## config.mk

```make
export PLATFORM = sky130hd
export DESIGN_NAME = pba_ram
export DESIGN_NICKNAME = d
export VERILOG_FILES = /design/src/sv/pba_ram.sv
export SDC_FILE = /design/constraint.sdc
export NUM_CORES = 2
export LEC_CHECK = 0
export BUFFER_PORTS_ARGS = -buffer_cell sky130_fd_sc_hd__buf_2
export CORE_ASPECT_RATIO = 2
export CORE_UTILIZATION = 56
export DETAILED_ROUTE_END_ITERATION = 7
export PLACE_DENSITY = 0.72
export SLEW_MARGIN = 20
export SYNTH_ARGS = -nofsm -noshare
export SYNTH_HDL_FRONTEND = slang
export SYNTH_SLANG_ARGS = --single-unit
```

## constraint.sdc

```tcl
create_clock -name clock -period 5.1 [get_ports clock]
set_clock_uncertainty 0.05 [all_clocks]
set_input_delay 1.275 -clock clock [delete_from_list [all_inputs] [get_ports clock]]
set_output_delay 1.275 -clock clock [all_outputs]
set_load 0.02 [all_outputs]
```

## src/sv/pba_ram.sv

```systemverilog
// Generic single-port synchronous RAM with registered read data.
`default_nettype none

module pba_ram #(
   parameter int WIDTH = 8,
   parameter int DEPTH = 512,
   localparam int AW   = (DEPTH > 1) ? $clog2(DEPTH) : 1
) (
   input  wire logic             clock,
   input  wire logic             we,
   input  wire logic [AW-1:0]    addr,
   input  wire logic [WIDTH-1:0] wdata,
   output      logic [WIDTH-1:0] rdata
);

   logic [WIDTH-1:0] mem [DEPTH];

   // Write port and registered read port at the same address
   always_ff @(posedge clock) begin
      if (we) begin
         mem[addr] <= wdata;
      end
      rdata <= mem[addr];
   end

endmodule

`default_nettype wire

```

==> impl_metrics.tcl <==
set metrics [dict create \
    status "finished clean" \
    slew-limit-headroom 0.128 \
    routed_wl_mm 466 \
    ys_types 67 \
    ctsLongestPathBuffers 4 \
    synth_area_leaders "edfxtp_1, mux4_2, mux2i_1, nor2_1, a22oi_1" \
    syn_area_um2 158000 \
    ant_nets 0 \
    cts_tree "yes" \
    slowest_stage "a31oi_1" \
    endpoint "rdata[4]" \
    postSynth.asyncResetShare 0 \
    layout_common_cells "edfxtp_1, buf_4, mux4_2" \
    r2r_end "rdata[1]" \
    postCtsSetupBuffers 0 \
    fin_crit_sh 0.926 \
    grt_overflow_total 0 \
    netSwitchingPower_mw 14.3 \
    final_hold_viol_count 0 \
    synth_edf_count 4096 \
    period_needed_ns 4.72 \
    r2r_setup_slack_ns 1.61 \
    synth.avg_cell_area_um2 20.9 \
    maxCapViolCount 0 \
    boundaryPins 27 \
    worstPathArrival_ns 5.47 \
    critPathMaxStageDelay_ns 0.79 \
    vias 83649 \
    worst_slew_pin_slew_ns 1.30 \
    core_um2 281000 \
    setup_viol 0 \
    drc 0 \
    port_buffers 26 \
    pwr-share-comb 0.052 \
    clk_pin_slew_ns 0.07 \
    netSwitchingFraction 0.213 \
    ir_drop_uv 272 \
    wire_per_inst_um 37.5 \
    cts_root_buffer "clkbuf_16" \
    holdCritStartpoint "wdata[5]" \
    top_layer_used "met5" \
    crit_start "addr[0]" \
    insertion_delay_ns 0.93 \
    first_pass_iters 6 \
    drt-initial-drc-count 10305 \
    end_kind "register" \
    die-area_um2 285000 \
    fmax_ghz 0.212 \
    synth_top_area_share 0.777 \
    internal_power_mw 52.8 \
    fp.dieH_um 754 \
    grt_max_degree 148 \
    yosys_warnings 0 \
    p_leak_nw 58.0 \
    grt.total_usage 0.329 \
    synth_seq_cells 4104 \
    ctsHoldBuffers 0 \
    wl_met2_mm 236 \
    grt_setup_unrepaired "no" \
    cts_buffers 333 \
    power_density_nw_per_um2 371 \
    hold_path.class "in2reg" \
    ys.flop_type "edfxtp_1" \
    cts_sinks 4104 \
    layout_commonest_cell "edfxtp_1" \
    die_x_um 378 \
    htree_num_levels 5 \
    p_seq_frac 0.554 \
    drive_gt1_frac 0.275 \
    start_util 0.564 \
    hold_slack_ns 0.769 \
    vias_per_cell 6.72 \
    reg2reg_depth 9 \
    ctsResizeCount 0 \
    synth_fp_nets 7594 \
    clock_power_share 0.395 \
    worstSetupStartpointType "input port" \
    dr_wl_met3_mm 37.8 \
    netlist_instances 7575 \
    cp_max_fo 30 \
    place_congestion 0.986 \
    grt_pass1_wl_mm 648 \
    grt_pass1_vias 85532 \
    placementRows 275 \
    seq_area_frac_synth 0.778 \
    worstReg2RegStart "mem[251][1]" \
    hpwlAfterDp_mm 312 \
    yosys.area.top_type "edfxtp_1" \
    antenna_found_initial 20 \
    fin_nets 8444 \
    crit_chain "buf_8 > buf_12 > buf_12 > buf_4 > buf_4 > mux4_2 > nand3_1 > a31oi_1 > a31oi_1 > nand4_1 > nor4_1 > nand4_1" \
    setup-tns-final_ns 0 \
    crit_type "in2reg" \
    crit_required_ns 5.84 \
    met1_length_mm 139 \
    area_growth_pct 14.1 \
    maxSlewViolCount 0 \
]
## registers in the layout, summed over array words and instances (netlist names)
register and cells:
mem 4096, rdata 8
## metrics by stage
step	worst slack (ns)	std cells	power (mW)	util	cell area, µm²
after floorplan	1.33	7575	39.4	-	158000
after global placement	-0.352	11827	41.2	0.604	170000
after detailed placement	-0.444	11828	41.3	0.604	170000
after CTS	0.512	12422	67.1	0.643	181000
after global routing	0.314	12427	68.3	0.643	181000
final	0.375	12441	67.1	0.644	181000
## logic make-up (layout without fill, tap and decap cells)
family,Yosys count,in the layout,synth area share
DFF,4104,4104,0.778
and+or+nand+nor,958,958,0.0274
buffers and inverters,487,1596,0.0159
other,0,18,0
muxes,1268,1268,0.145
AOI/OAI and AO/OA,758,758,0.0343
## final cells by class
cell class | count | area [µm²]
Timing Repair Buffer | 998 | 8810
Inverter | 4 | 20.0
Multi-Input combinational cell | 2984 | 33000
Clock inverter | 213 | 2280
Antenna cell | 18 | 45.0
Clock buffer | 381 | 8670
Tap cell | 3739 | 4680
Sequential cell | 4104 | 123000
Fill cell | 18174 | 100000
## worst min path at each step
stage / to / cells past startpoint
after detailed placement: rdata[7] / 4
after floorplan: rdata[7] / 6
after global placement: rdata[7] / 4
after CTS: mem[473][5] / 1
after global routing: mem[473][5] / 1
final: mem[473][5] / 1
## synth_stat cells, drive strengths merged, types with 3 or more instances
cell type  instances
edfxtp          4096
mux4             816
nor2             548
mux2i            434
buf              286
clkbuf           197
a22oi            181
nand2            130
o22ai            118
a221oi            92
a21oi             77
a31oi             76
a22o              47
nand3             47
nand4             47
o21ai             45
nor4              38
a211oi            36
a32oi             26
and3              25
nor2b             25
nor3              22
and2              19
mux2              18
o211ai            14
o221ai            12
nor3b             11
dfxtp              8
or4                8
a2111oi            7
nand4b             7
a21o               4
a311oi             4
and4               4
and4b              4
inv                4
nand2b             4
nand4bb            4
nor4b              4
and3b              3
o2111ai            3
o22a               3
o32ai              3
## power groups by stage
| stage | sequential [mW] | clock [mW] | combinational, mW |
|---|---|---|---|
| after detailed placement | 37.9 | 0 | 3.40 |
| after global placement | 37.9 | 0 | 3.32 |
| final | 37.2 | 26.5 | 3.46 |
| after floorplan | 37.9 | 0 | 1.55 |
| after CTS | 37.2 | 26.6 | 3.41 |
| after global routing | 37.1 | 27.7 | 3.51 |
## critical path, delay by kind of cell
family / cells / cell delay (ns)
AO/OA/AOI/OAI: 2 / 0.87
AND/OR/NAND/NOR: 4 / 1.15
multiplexers: 1 / 0.52
buffers and inverters: 5 / 1.52
## layer usage
metal | vias to the layer above | track usage
met5 | - | 0
met4 | 18 | 0.309
met3 | 1466 | 0.0530
met2 | 5164 | 0.553
met1 | 43634 | 0.352
li1 | 33367 | -
Power figures use the tool's default switching activity.
