<file path="src/sv/pba_pkg.sv">
// Shared constants, types and the helper function of the packed bit-field array.
`default_nettype none

package pba_pkg;

   // Number of stored bytes (one byte per entry)
   localparam int ENTRIES = 1024;

   // Payload widths
   localparam int CMD_W   = 1;
   localparam int IDX_W   = 10;
   localparam int VAL_W   = 8;
   localparam int WIDTH_W = 4;

   // Field width after reset
   localparam logic [WIDTH_W-1:0] WIDTH_RESET = 4'd6;

   // Command codes
   localparam logic [CMD_W-1:0] CMD_READ  = 1'b0;
   localparam logic [CMD_W-1:0] CMD_WRITE = 1'b1;

   // Bit offset of a field and the byte that holds its first bit
   localparam int OFF_W  = IDX_W + WIDTH_W;
   localparam int BYTE_W = OFF_W - 3;

   // Even bytes and odd bytes sit in two banks so that a field's two bytes
   // can be read and written in the same cycle.
   localparam int EVEN_DEPTH = (ENTRIES + 1) / 2;
   localparam int ODD_DEPTH  = ENTRIES / 2;
   localparam int EVEN_AW    = (EVEN_DEPTH > 1) ? $clog2(EVEN_DEPTH) : 1;
   localparam int ODD_AW     = (ODD_DEPTH > 1) ? $clog2(ODD_DEPTH) : 1;

   // Where one field lies in the two banks
   typedef struct packed {
      logic               in_range;   // index below ENTRIES
      logic               has_next;   // the byte after the first one exists
      logic               odd_start;  // first byte sits in the odd bank
      logic [2:0]         bit_at;     // bit position inside the first byte
      logic [EVEN_AW-1:0] even_addr;
      logic [ODD_AW-1:0]  odd_addr;
   } loc_type;

   // Field width as used: zero counts as one, above eight counts as eight
   function automatic logic [WIDTH_W-1:0] eff_width(input logic [WIDTH_W-1:0] w);
      logic [WIDTH_W-1:0] r;
      r = w;
      if (w == '0) begin
         r = WIDTH_W'(1);
      end else if (w > WIDTH_W'(8)) begin
         r = WIDTH_W'(8);
      end
      return r;
   endfunction

endpackage

`default_nettype wire

</file>
<file path="src/sv/pba_merge.sv">
// Extracts a field from a two-byte window and merges a new field value into it.
`default_nettype none

module pba_merge (
   input  wire logic [7:0]                  lo_byte,
   input  wire logic [7:0]                  hi_byte,
   input  wire logic [2:0]                  bit_at,
   input  wire logic [pba_pkg::WIDTH_W-1:0] width,
   input  wire logic [pba_pkg::VAL_W-1:0]   write_value,
   output      logic [pba_pkg::VAL_W-1:0]   field,
   output      logic [7:0]                  new_lo,
   output      logic [7:0]                  new_hi
);

   logic [8:0]  fmask;
   logic [15:0] word;
   logic [15:0] mask;
   logic [15:0] shifted_val;
   logic [15:0] merged;

   always_comb begin
      fmask       = (9'd1 << width) - 9'd1;
      word        = {hi_byte, lo_byte};
      mask        = 16'(fmask) << bit_at;
      shifted_val = (16'(write_value) & 16'(fmask)) << bit_at;
      field       = pba_pkg::VAL_W'((word >> bit_at) & 16'(fmask));
      merged      = (word & ~mask) | shifted_val;
      new_lo      = merged[7:0];
      new_hi      = merged[15:8];
   end

endmodule

`default_nettype wire

</file>
<file path="config.mk">
export PLATFORM = sky130hd
export DESIGN_NAME = pba_merge
export DESIGN_NICKNAME = d
export VERILOG_FILES = /design/src/sv/pba_pkg.sv /design/src/sv/pba_merge.sv
export SDC_FILE = /design/constraint.sdc
export NUM_CORES = 1
export LEC_CHECK = 0
export BUFFER_PORTS_ARGS = -buffer_cell sky130_fd_sc_hd__buf_2
export CORE_ASPECT_RATIO = 1.5
export CORE_UTILIZATION = 50
export DETAILED_ROUTE_END_ITERATION = 8
export GPL_TIMING_DRIVEN = 0
export PLACE_DENSITY = 0.87
export SYNTH_ARGS = -nofsm -noshare
export SYNTH_HDL_FRONTEND = slang
export SYNTH_SLANG_ARGS = --single-unit
</file>
<file path="constraint.sdc">
create_clock -name vclk -period 5.7
set_clock_uncertainty 0.2 [all_clocks]
set_input_delay 0.285 -clock vclk [all_inputs]
set_output_delay 0.285 -clock vclk [all_outputs]
set_load 0.005 [all_outputs]
</file>
==> results.json <==
{
  "drtIter0Drc": 190,
  "synth-compound-area-share": 0.459,
  "required_ns": 5.22,
  "vias": 2328,
  "ys_seq_area_frac": 0,
  "tns_ns": 0,
  "p_sw_w": 0.000103,
  "yosysWarnings": 0,
  "setup_viol": 0,
  "num-clock-buffers": 0,
  "synthDistinctLibCells": 64,
  "row_count": 25,
  "cp-end-kind": "primary output",
  "timing.final.hold_violations": 0,
  "ctsResizeCount": 0,
  "avgSynthCellArea_um2": 6.54,
  "max_slew.worst_pin.slew_ns": 0.644,
  "fin_area_um2": 1940,
  "fmax_mhz": 263,
  "port_buffers": 52,
  "hpwl_mm": 5.08,
  "nFillCells": 351,
  "critical_path_class": "input pin to primary output",
  "wl_per_cell_um": 19.2,
  "syn_area_um2": 1630,
  "fin_crit_ns": 3.80,
  "status": "finished, final reports clean",
  "drv_slew": 0,
  "cap_violations": 0,
  "routed_via_density": 6.83,
  "whs_endpoint": "new_lo[0]",
  "syn_inst": 249,
  "final-seq-area_um2": 0,
  "multiInputGateArea_um2": 1470,
  "die_w_um": 48.6,
  "place_inst": 341,
  "ir_drop_mv": 0.0513,
  "hold_buffers": 0,
  "hp-start": "lo_byte[0]",
  "diodes": 0,
  "layout_commonest_cell": "buf_2",
  "p_leak_nw": 0.826,
  "layout_common_cells": "62 x buf_2, 28 x nand2_1, 16 x nor2_1, 16 x o21ai_0, 14 x a21oi_1",
  "final_layout_size_suffix_gt1_frac": 0.272,
  "rsz0062_at_grt": "false",
  "combPwrFrac": 1.000,
  "seq_power_share": 0,
  "design.seq.count": 0,
  "path_max_fanout": 10,
  "swShare": 0.579,
  "worstHoldPathType": "input pin to primary output",
  "layout.cells.non_filler": 341,
  "drc": 0,
  "chipHeight_um": 71.9,
  "grt_overflow_total": 0,
  "post-cts-setup-buffer-count": 0,
  "dr.pass1.iters": 5,
  "design.core.area_um2": 3130,
  "synthXorXnorAreaFrac": 0.0108,
  "synthSimpleGateAreaFrac": 0.296,
  "synth_top_family_by_area": "compound AO/OA/AOI/OAI gates",
  "grt_first_pass_wirelength_mm": 10.4,
  "synth_nets": 281,
  "power_density_nw_per_um2": 91.8,
  "min_period_over_period": 0.667,
  "ant_nets": 0,
  "grt_start_max_net_pins": 11,
  "place_congestion": 0.991,
  "die_area_um2": 3490,
  "grt_pass1_vias": 2194,
  "synthMuxAreaShare": 0.129,
  "startpoint_type": "input pin",
  "totalWireLength_mm": 6.53,
  "place_area_um2": 1940,
  "area_delta_synth_final_pct": 19.1,
  "grt_usage": 0.373,
  "antenna_found_initial": 0,
  "synth_fa_ha_area_frac": 0.00769,
  "fin_nets": 335,
  "maxSlewHeadroom": 0.570,
  "holdPathStages": 3,
  "power.internal_w": 0.0000749,
  "clockPowerShare": 0,
  "worstPathArrival_ns": 3.31,
  "ios": 55,
  "start_util": 0.520
}
metal layers:
layer | vias up | share of wire | track usage
met3 | 37 | 0.10 | 0.0297
met4 | 0 | 0.048 | 0.186
met5 | - | 0 | 0
met1 | 1051 | 0.37 | 0.455
met2 | 176 | 0.48 | 0.651
li1 | 1064 | - | -
cell usage after synthesis, types with 5 or more instances:
cell | n | area [um2]
mux2i_1 | 12 | 120
clkbuf_1 | 12 | 45.0
and3_1 | 5 | 31.3
buf_2 | 10 | 50.1
nand2_1 | 28 | 105
inv_1 | 9 | 33.8
o21ai_0 | 16 | 80.1
nand3_1 | 7 | 35.0
nor2_1 | 16 | 60.1
o21a_1 | 8 | 60.1
a21oi_1 | 14 | 70.1
and2_1 | 6 | 37.5
per-stage QoR:
stage | total power (W) | utilization | setup WS (ns) | hold slack [ns]
after global placement | 0.000170 | 0.620 | 2.02 | 0.673
final | 0.000178 | 0.620 | 1.90 | 0.679
after detailed placement | 0.000172 | 0.620 | 2.01 | 0.675
after CTS | 0.000172 | 0.620 | 1.99 | 0.678
after floorplan | 0.000112 | - | 2.58 | 0.476
after global routing | 0.000191 | 0.620 | 1.73 | 0.694
power by group through the flow:
| stage | clock network (W) | logic, W | registers (W) |
|---|---|---|---|
| 2_1_floorplan | 0 | 0.000112 | 0 |
| 3_3_place_gp | 0 | 0.000170 | 0 |
| 3_5_place_dp | 0 | 0.000172 | 0 |
| 4_1_cts | 0 | 0.000172 | 0 |
| 5_1_grt | 0 | 0.000191 | 0 |
| 6_report | 0 | 0.000178 | 0 |
final cells by class:
class / count / share of cell area
Multi-Input combinational cell: 213 / 0.758
Buffer: 26 / 0.0626
Inverter: 10 / 0.0194
Timing Repair Buffer: 52 / 0.134
Tap cell: 40 / 0.0258
worst max path at each step:
stage / start / end / depth (start not counted)
floorplan: width[3] / new_hi[0] / 11
global placement: width[3] / new_hi[0] / 13
detailed placement: width[3] / new_hi[1] / 13
CTS: width[3] / new_hi[0] / 13
global route: width[3] / new_hi[1] / 13
finish: width[3] / new_hi[1] / 13
worst max-delay path, stage by stage:
cell	delay [ns]
buf_2	0.10
buf_2	0.18
clkbuf_1	0.24
nor2_1	0.39
nand3b_1	0.14
ha_1	0.23
buf_6	0.14
or4b_1	0.50
a21o_1	0.26
a211oi_2	0.28
o22ai_1	0.21
a2bb2oi_1	0.23
buf_2	0.14
logic make-up after synthesis:
group / Yosys count
AND/OR/NAND/NOR: 90
AO/OA/AOI/OAI: 102
multiplexers: 18
adder cells (fa/ha/maj): 1
XOR/XNOR: 2
buffers and inverters: 36
Note: power is estimated with default switching activity, not from simulation.
