**src/sv/pba_pkg.sv**
```systemverilog
// Shared constants, types and the helper function of the packed bit-field array.
`default_nettype none

package pba_pkg;

   // Number of stored bytes (one byte per entry)
   localparam int ENTRIES = 1024;

   // Payload widths
   localparam int CMD_W   = 1;
   localparam int IDX_W   = 10;
   localparam int VAL_W   = 8;
   localparam int WIDTH_W = 4;

   // Field width after reset
   localparam logic [WIDTH_W-1:0] WIDTH_RESET = 4'd6;

   // Command codes
   localparam logic [CMD_W-1:0] CMD_READ  = 1'b0;
   localparam logic [CMD_W-1:0] CMD_WRITE = 1'b1;

   // Bit offset of a field and the byte that holds its first bit
   localparam int OFF_W  = IDX_W + WIDTH_W;
   localparam int BYTE_W = OFF_W - 3;

   // Even bytes and odd bytes sit in two banks so that a field's two bytes
   // can be read and written in the same cycle.
   localparam int EVEN_DEPTH = (ENTRIES + 1) / 2;
   localparam int ODD_DEPTH  = ENTRIES / 2;
   localparam int EVEN_AW    = (EVEN_DEPTH > 1) ? $clog2(EVEN_DEPTH) : 1;
   localparam int ODD_AW     = (ODD_DEPTH > 1) ? $clog2(ODD_DEPTH) : 1;

   // Where one field lies in the two banks
   typedef struct packed {
      logic               in_range;   // index below ENTRIES
      logic               has_next;   // the byte after the first one exists
      logic               odd_start;  // first byte sits in the odd bank
      logic [2:0]         bit_at;     // bit position inside the first byte
      logic [EVEN_AW-1:0] even_addr;
      logic [ODD_AW-1:0]  odd_addr;
   } loc_type;

   // Field width as used: zero counts as one, above eight counts as eight
   function automatic logic [WIDTH_W-1:0] eff_width(input logic [WIDTH_W-1:0] w);
      logic [WIDTH_W-1:0] r;
      r = w;
      if (w == '0) begin
         r = WIDTH_W'(1);
      end else if (w > WIDTH_W'(8)) begin
         r = WIDTH_W'(8);
      end
      return r;
   endfunction

endpackage

`default_nettype wire

```
**src/sv/pba_locate.sv**
```systemverilog
// Maps an entry index and field width to the byte and bank addresses of the field.
`default_nettype none

module pba_locate (
   input  wire logic [pba_pkg::IDX_W-1:0]   index,
   input  wire logic [pba_pkg::WIDTH_W-1:0] width,
   output      pba_pkg::loc_type            loc
);

   logic [pba_pkg::OFF_W-1:0]  offset;
   logic [pba_pkg::BYTE_W-1:0] byte_at;
   logic [pba_pkg::BYTE_W-1:0] half;
   logic                       in_range;
   logic                       has_next;
   logic                       odd_start;

   // Bit offset of the field, first byte and its neighbor
   always_comb begin
      offset    = pba_pkg::OFF_W'(index) * pba_pkg::OFF_W'(width);
      byte_at   = offset[pba_pkg::OFF_W-1:3];
      half      = byte_at >> 1;
      odd_start = byte_at[0];
      in_range  = 32'(index) < 32'(pba_pkg::ENTRIES);
      has_next  = (32'(byte_at) + 32'd1) < 32'(pba_pkg::ENTRIES);
   end

   // Bank addresses; a missing neighbor byte reads address zero and is masked later
   always_comb begin
      loc.in_range  = in_range;
      loc.has_next  = has_next;
      loc.odd_start = odd_start;
      loc.bit_at    = offset[2:0];
      if (!odd_start) begin
         loc.even_addr = pba_pkg::EVEN_AW'(half);
      end else if (has_next) begin
         loc.even_addr = pba_pkg::EVEN_AW'(half + pba_pkg::BYTE_W'(1));
      end else begin
         loc.even_addr = '0;
      end
      if (odd_start || has_next) begin
         loc.odd_addr = pba_pkg::ODD_AW'(half);
      end else begin
         loc.odd_addr = '0;
      end
   end

endmodule

`default_nettype wire

```
**config.mk**
```make
export PLATFORM = sky130hd
export DESIGN_NAME = pba_locate
export DESIGN_NICKNAME = d
export VERILOG_FILES = /design/src/sv/pba_pkg.sv /design/src/sv/pba_locate.sv
export SDC_FILE = /design/constraint.sdc
export NUM_CORES = 1
export LEC_CHECK = 0
export ABC_AREA = 0
export BUFFER_PORTS_ARGS = -buffer_cell sky130_fd_sc_hd__buf_4
export CELL_PAD_IN_SITES_DETAIL_PLACEMENT = 1
export CELL_PAD_IN_SITES_GLOBAL_PLACEMENT = 1
export CORE_MARGIN = 10
export CORE_UTILIZATION = 40
export DETAILED_ROUTE_END_ITERATION = 8
export GPL_TIMING_DRIVEN = 0
export MAX_ROUTING_LAYER = met4
export PLACE_DENSITY = 0.84
export SLEW_MARGIN = 20
export SYNTH_ARGS = -nofsm -noshare
export SYNTH_HDL_FRONTEND = slang
export SYNTH_SLANG_ARGS = --single-unit
export TNS_END_PERCENT = 5
```
**constraint.sdc**
```tcl
create_clock -name vclk -period 4.7
set_input_delay 0.47 -clock vclk [all_inputs]
set_output_delay 0.47 -clock vclk [all_outputs]
set_load 0.01 [all_outputs]
```
==> results.sh <==
export IMPL_fin_area_sq_mm=0.002315
export IMPL_busiest_layer="met2"
export IMPL_yosysTopAreaCell="fa_1"
export IMPL_core_area_sq_mm=0.004354
export IMPL_drt_total_wl_microns=5072
export IMPL_grt_usage_pct=13.94
export IMPL_met2_usage_pct=25.52
export IMPL_cp_required_ns=4.23
export IMPL_fin_crit_sh_pct=99.66
export IMPL_start_util_pct=41.35
export IMPL_setup_viol_count_final=0
export IMPL_antenna_left=0
export IMPL_fillers=564
export IMPL_worst_path_max_fanout=10
export IMPL_antenna_found_initial=0
export IMPL_finalNetCount=337
export IMPL_cts_hold_buffers=0
export IMPL_routabilityCongestion=0.7943
export IMPL_die_area_sq_mm=0.007585
export IMPL_first_pass_iters=4
export IMPL_cp_start_kind="primary input"
export IMPL_ioPinCount=38
export IMPL_syn_cell_area_sq_mm=0.001800
export IMPL_avgViaCountPerCell=5.385
export IMPL_critPathCaptureType="output port"
export IMPL_placed_area_sq_mm=0.002136
export IMPL_wire_per_inst_microns=15.01
export IMPL_grt_max_degree=11
export IMPL_fp_row_count=24
export IMPL_synth_cells=244
export IMPL_status="complete, no violations"
export IMPL_cellPowerDensity_mw_per_mm2=344.6
export IMPL_grt_pass1_wl_microns=8963
export IMPL_port_buffers=36
export IMPL_die_h_microns=87.09
export IMPL_drt_iter0_markers=48
export IMPL_power_leakage_nw=1.128
export IMPL_path_common_cell="buf_4"
export IMPL_drive_gt1_share_pct=30.42
export IMPL_netlist_top_cells_count="32 x inv_1, 25 x and2_1, 24 x nand2_1"
export IMPL_final_max_slew_violation_count=0
export IMPL_use_met3_pct=0.7491
export IMPL_drv_cap=0
export IMPL_grt_ovfl_total=0
export IMPL_drc=0
export IMPL_slowest_delay_ns=0.54
export IMPL_antenna_cells=0
export IMPL_flops_and_latches=0
export IMPL_met1_usage_pct=17.37
export IMPL_finalCriticalPeriod_ns=4.684
export IMPL_rsz0062_at_grt="yes"
export IMPL_die_w_microns=87.09
export IMPL_postSynthAreaPerCell_sq_um=7.379
export IMPL_seq_area_sq_um=0
export IMPL_hp_class="primary input to output port"
export IMPL_synth_area_leaders="fa_1 18%, ha_1 13%, and2_1 8.7%"
export IMPL_via_count=1820
export IMPL_synth_nets=293
export IMPL_yosysSeqAreaShare_pct=0
export IMPL_yosys_warnings=0
export IMPL_worstSetupPathType="primary input to output port"
export IMPL_critPathSlowestCell="fa_1"
export IMPL_crit_arrival_ns=4.21
export IMPL_ir_drop_v=0.0001430
export IMPL_fmax_mhz=213.5
export IMPL_fin_ws_ns=0.01609
export IMPL_synth_top_area_share_pct=17.79
export IMPL_hpwl_microns=4205
export IMPL_syn_to_final_growth_pct=28.56
export IMPL_timing_hold_ws_ns=1.269
export IMPL_dp_worst_setup_slack_ns=-0.2641
export IMPL_final_hold_violation_count=0
export IMPL_ys_types=53
export IMPL_clkbuf_count=0
export IMPL_grt_pass1_vias=1929
export IMPL_yosysMostFrequentCell="inv_1"
export IMPL_final_util_pct=53.16
export IMPL_cp_cell_sequence="buf_4 -> nand2_1 -> fa_1 -> fa_1 -> inv_2 -> fa_2 -> a211oi_4 -> o21bai_2 -> a2111o_1 -> a32oi_2 -> a2111oi_4 -> buf_4 -> or2_4 -> a32oi_1 -> buf_4"
## final timing paths
kind,from,to,slack [ns],cells past startpoint
setup / recovery,width[1],loc[17],0.02,15
hold / removal,index[0],loc[18],1.27,3
## final cells by class
type / instances / area [sq um] / area share (%)
multi-input combinational: 201 / 1745 / 75.41
tap: 52 / 65.06 / 2.811
timing repair buffer: 43 / 330.3 / 14.27
buffer: 10 / 53.80 / 2.324
inverter: 32 / 120.1 / 5.189
## power by group
part	internal [W]	switching, W	leakage, nW	total [W]
Clock	0	0	0	0
Combinational	0.000371	0.000427	1.13	0.000798
Sequential	0	0	0	0
## critical path, delay by kind of cell
kind,cells,cell delay (ns)
fa+ha+maj,3,1.42
compound gates,6,1.47
simple gates,2,0.32
buf+inv,4,0.53
## metal layers
layer | up-vias | share of wire, %
met1 | 898 | 45
met2 | 15 | 53
met5 | - | 0
met3 | 0 | 2.2
met4 | 0 | 0
li1 | 907 | -
## placed cells by master (no fill, tap or decap), types with 2 or more instances in the layout
master | netlist | routed
nor2b_1 | 3 | 3
nand2_2 | 0 | 2
nor2_1 | 15 | 12
fa_1 | 16 | 15
o21a_1 | 2 | 2
clkbuf_1 | 4 | 3
a31oi_1 | 3 | 3
and2_1 | 25 | 25
nand2b_1 | 2 | 2
xnor2_1 | 8 | 8
and3_1 | 2 | 2
inv_1 | 32 | 31
a211oi_2 | 3 | 2
nor3b_1 | 4 | 3
nor3_1 | 8 | 7
buf_4 | 3 | 44
a21oi_1 | 10 | 8
xor2_1 | 4 | 3
mux2i_1 | 2 | 2
ha_1 | 19 | 17
a21o_1 | 3 | 3
o21ai_2 | 0 | 2
buf_2 | 4 | 4
a211oi_4 | 0 | 2
o21ai_0 | 5 | 4
a21oi_2 | 1 | 2
nand3_1 | 9 | 9
o22ai_1 | 4 | 4
nand2_1 | 24 | 22
nor2_2 | 1 | 3
nand4_1 | 2 | 2
buf_6 | 0 | 2
## cells by family after synthesis
kind of cell,count (synthesis),share of synthesized area (%)
buffers and inverters,43,9.868
and+or+nand+nor,104,31.13
other,1,0.2083
adders and majority gates,35,30.99
xor gates and xnor gates,12,5.837
AOI/OAI and AO/OA,46,20.22
muxes,3,1.737
## per-stage QoR
step | instances | setup TNS (ns) | total power, W
4_1_cts | 338 | -0.03874 | 0.0007884
2_1_floorplan | 244 | 0 | 0.0004734
6_report | 338 | 0 | 0.0007977
3_5_place_dp | 332 | -2.384 | 0.0007246
5_1_grt | 338 | -0.9160 | 0.0008914
3_3_place_gp | 332 | -1.043 | 0.0007050
## repair_timing
item                       4_1_cts  5_1_grt
hold endpoints to repair         0        0
setup endpoints to repair       17       17
pin swaps                        8       11
buffers inserted                 6        2
gates resized for setup         16       15
(Power assumes the default switching activity.)
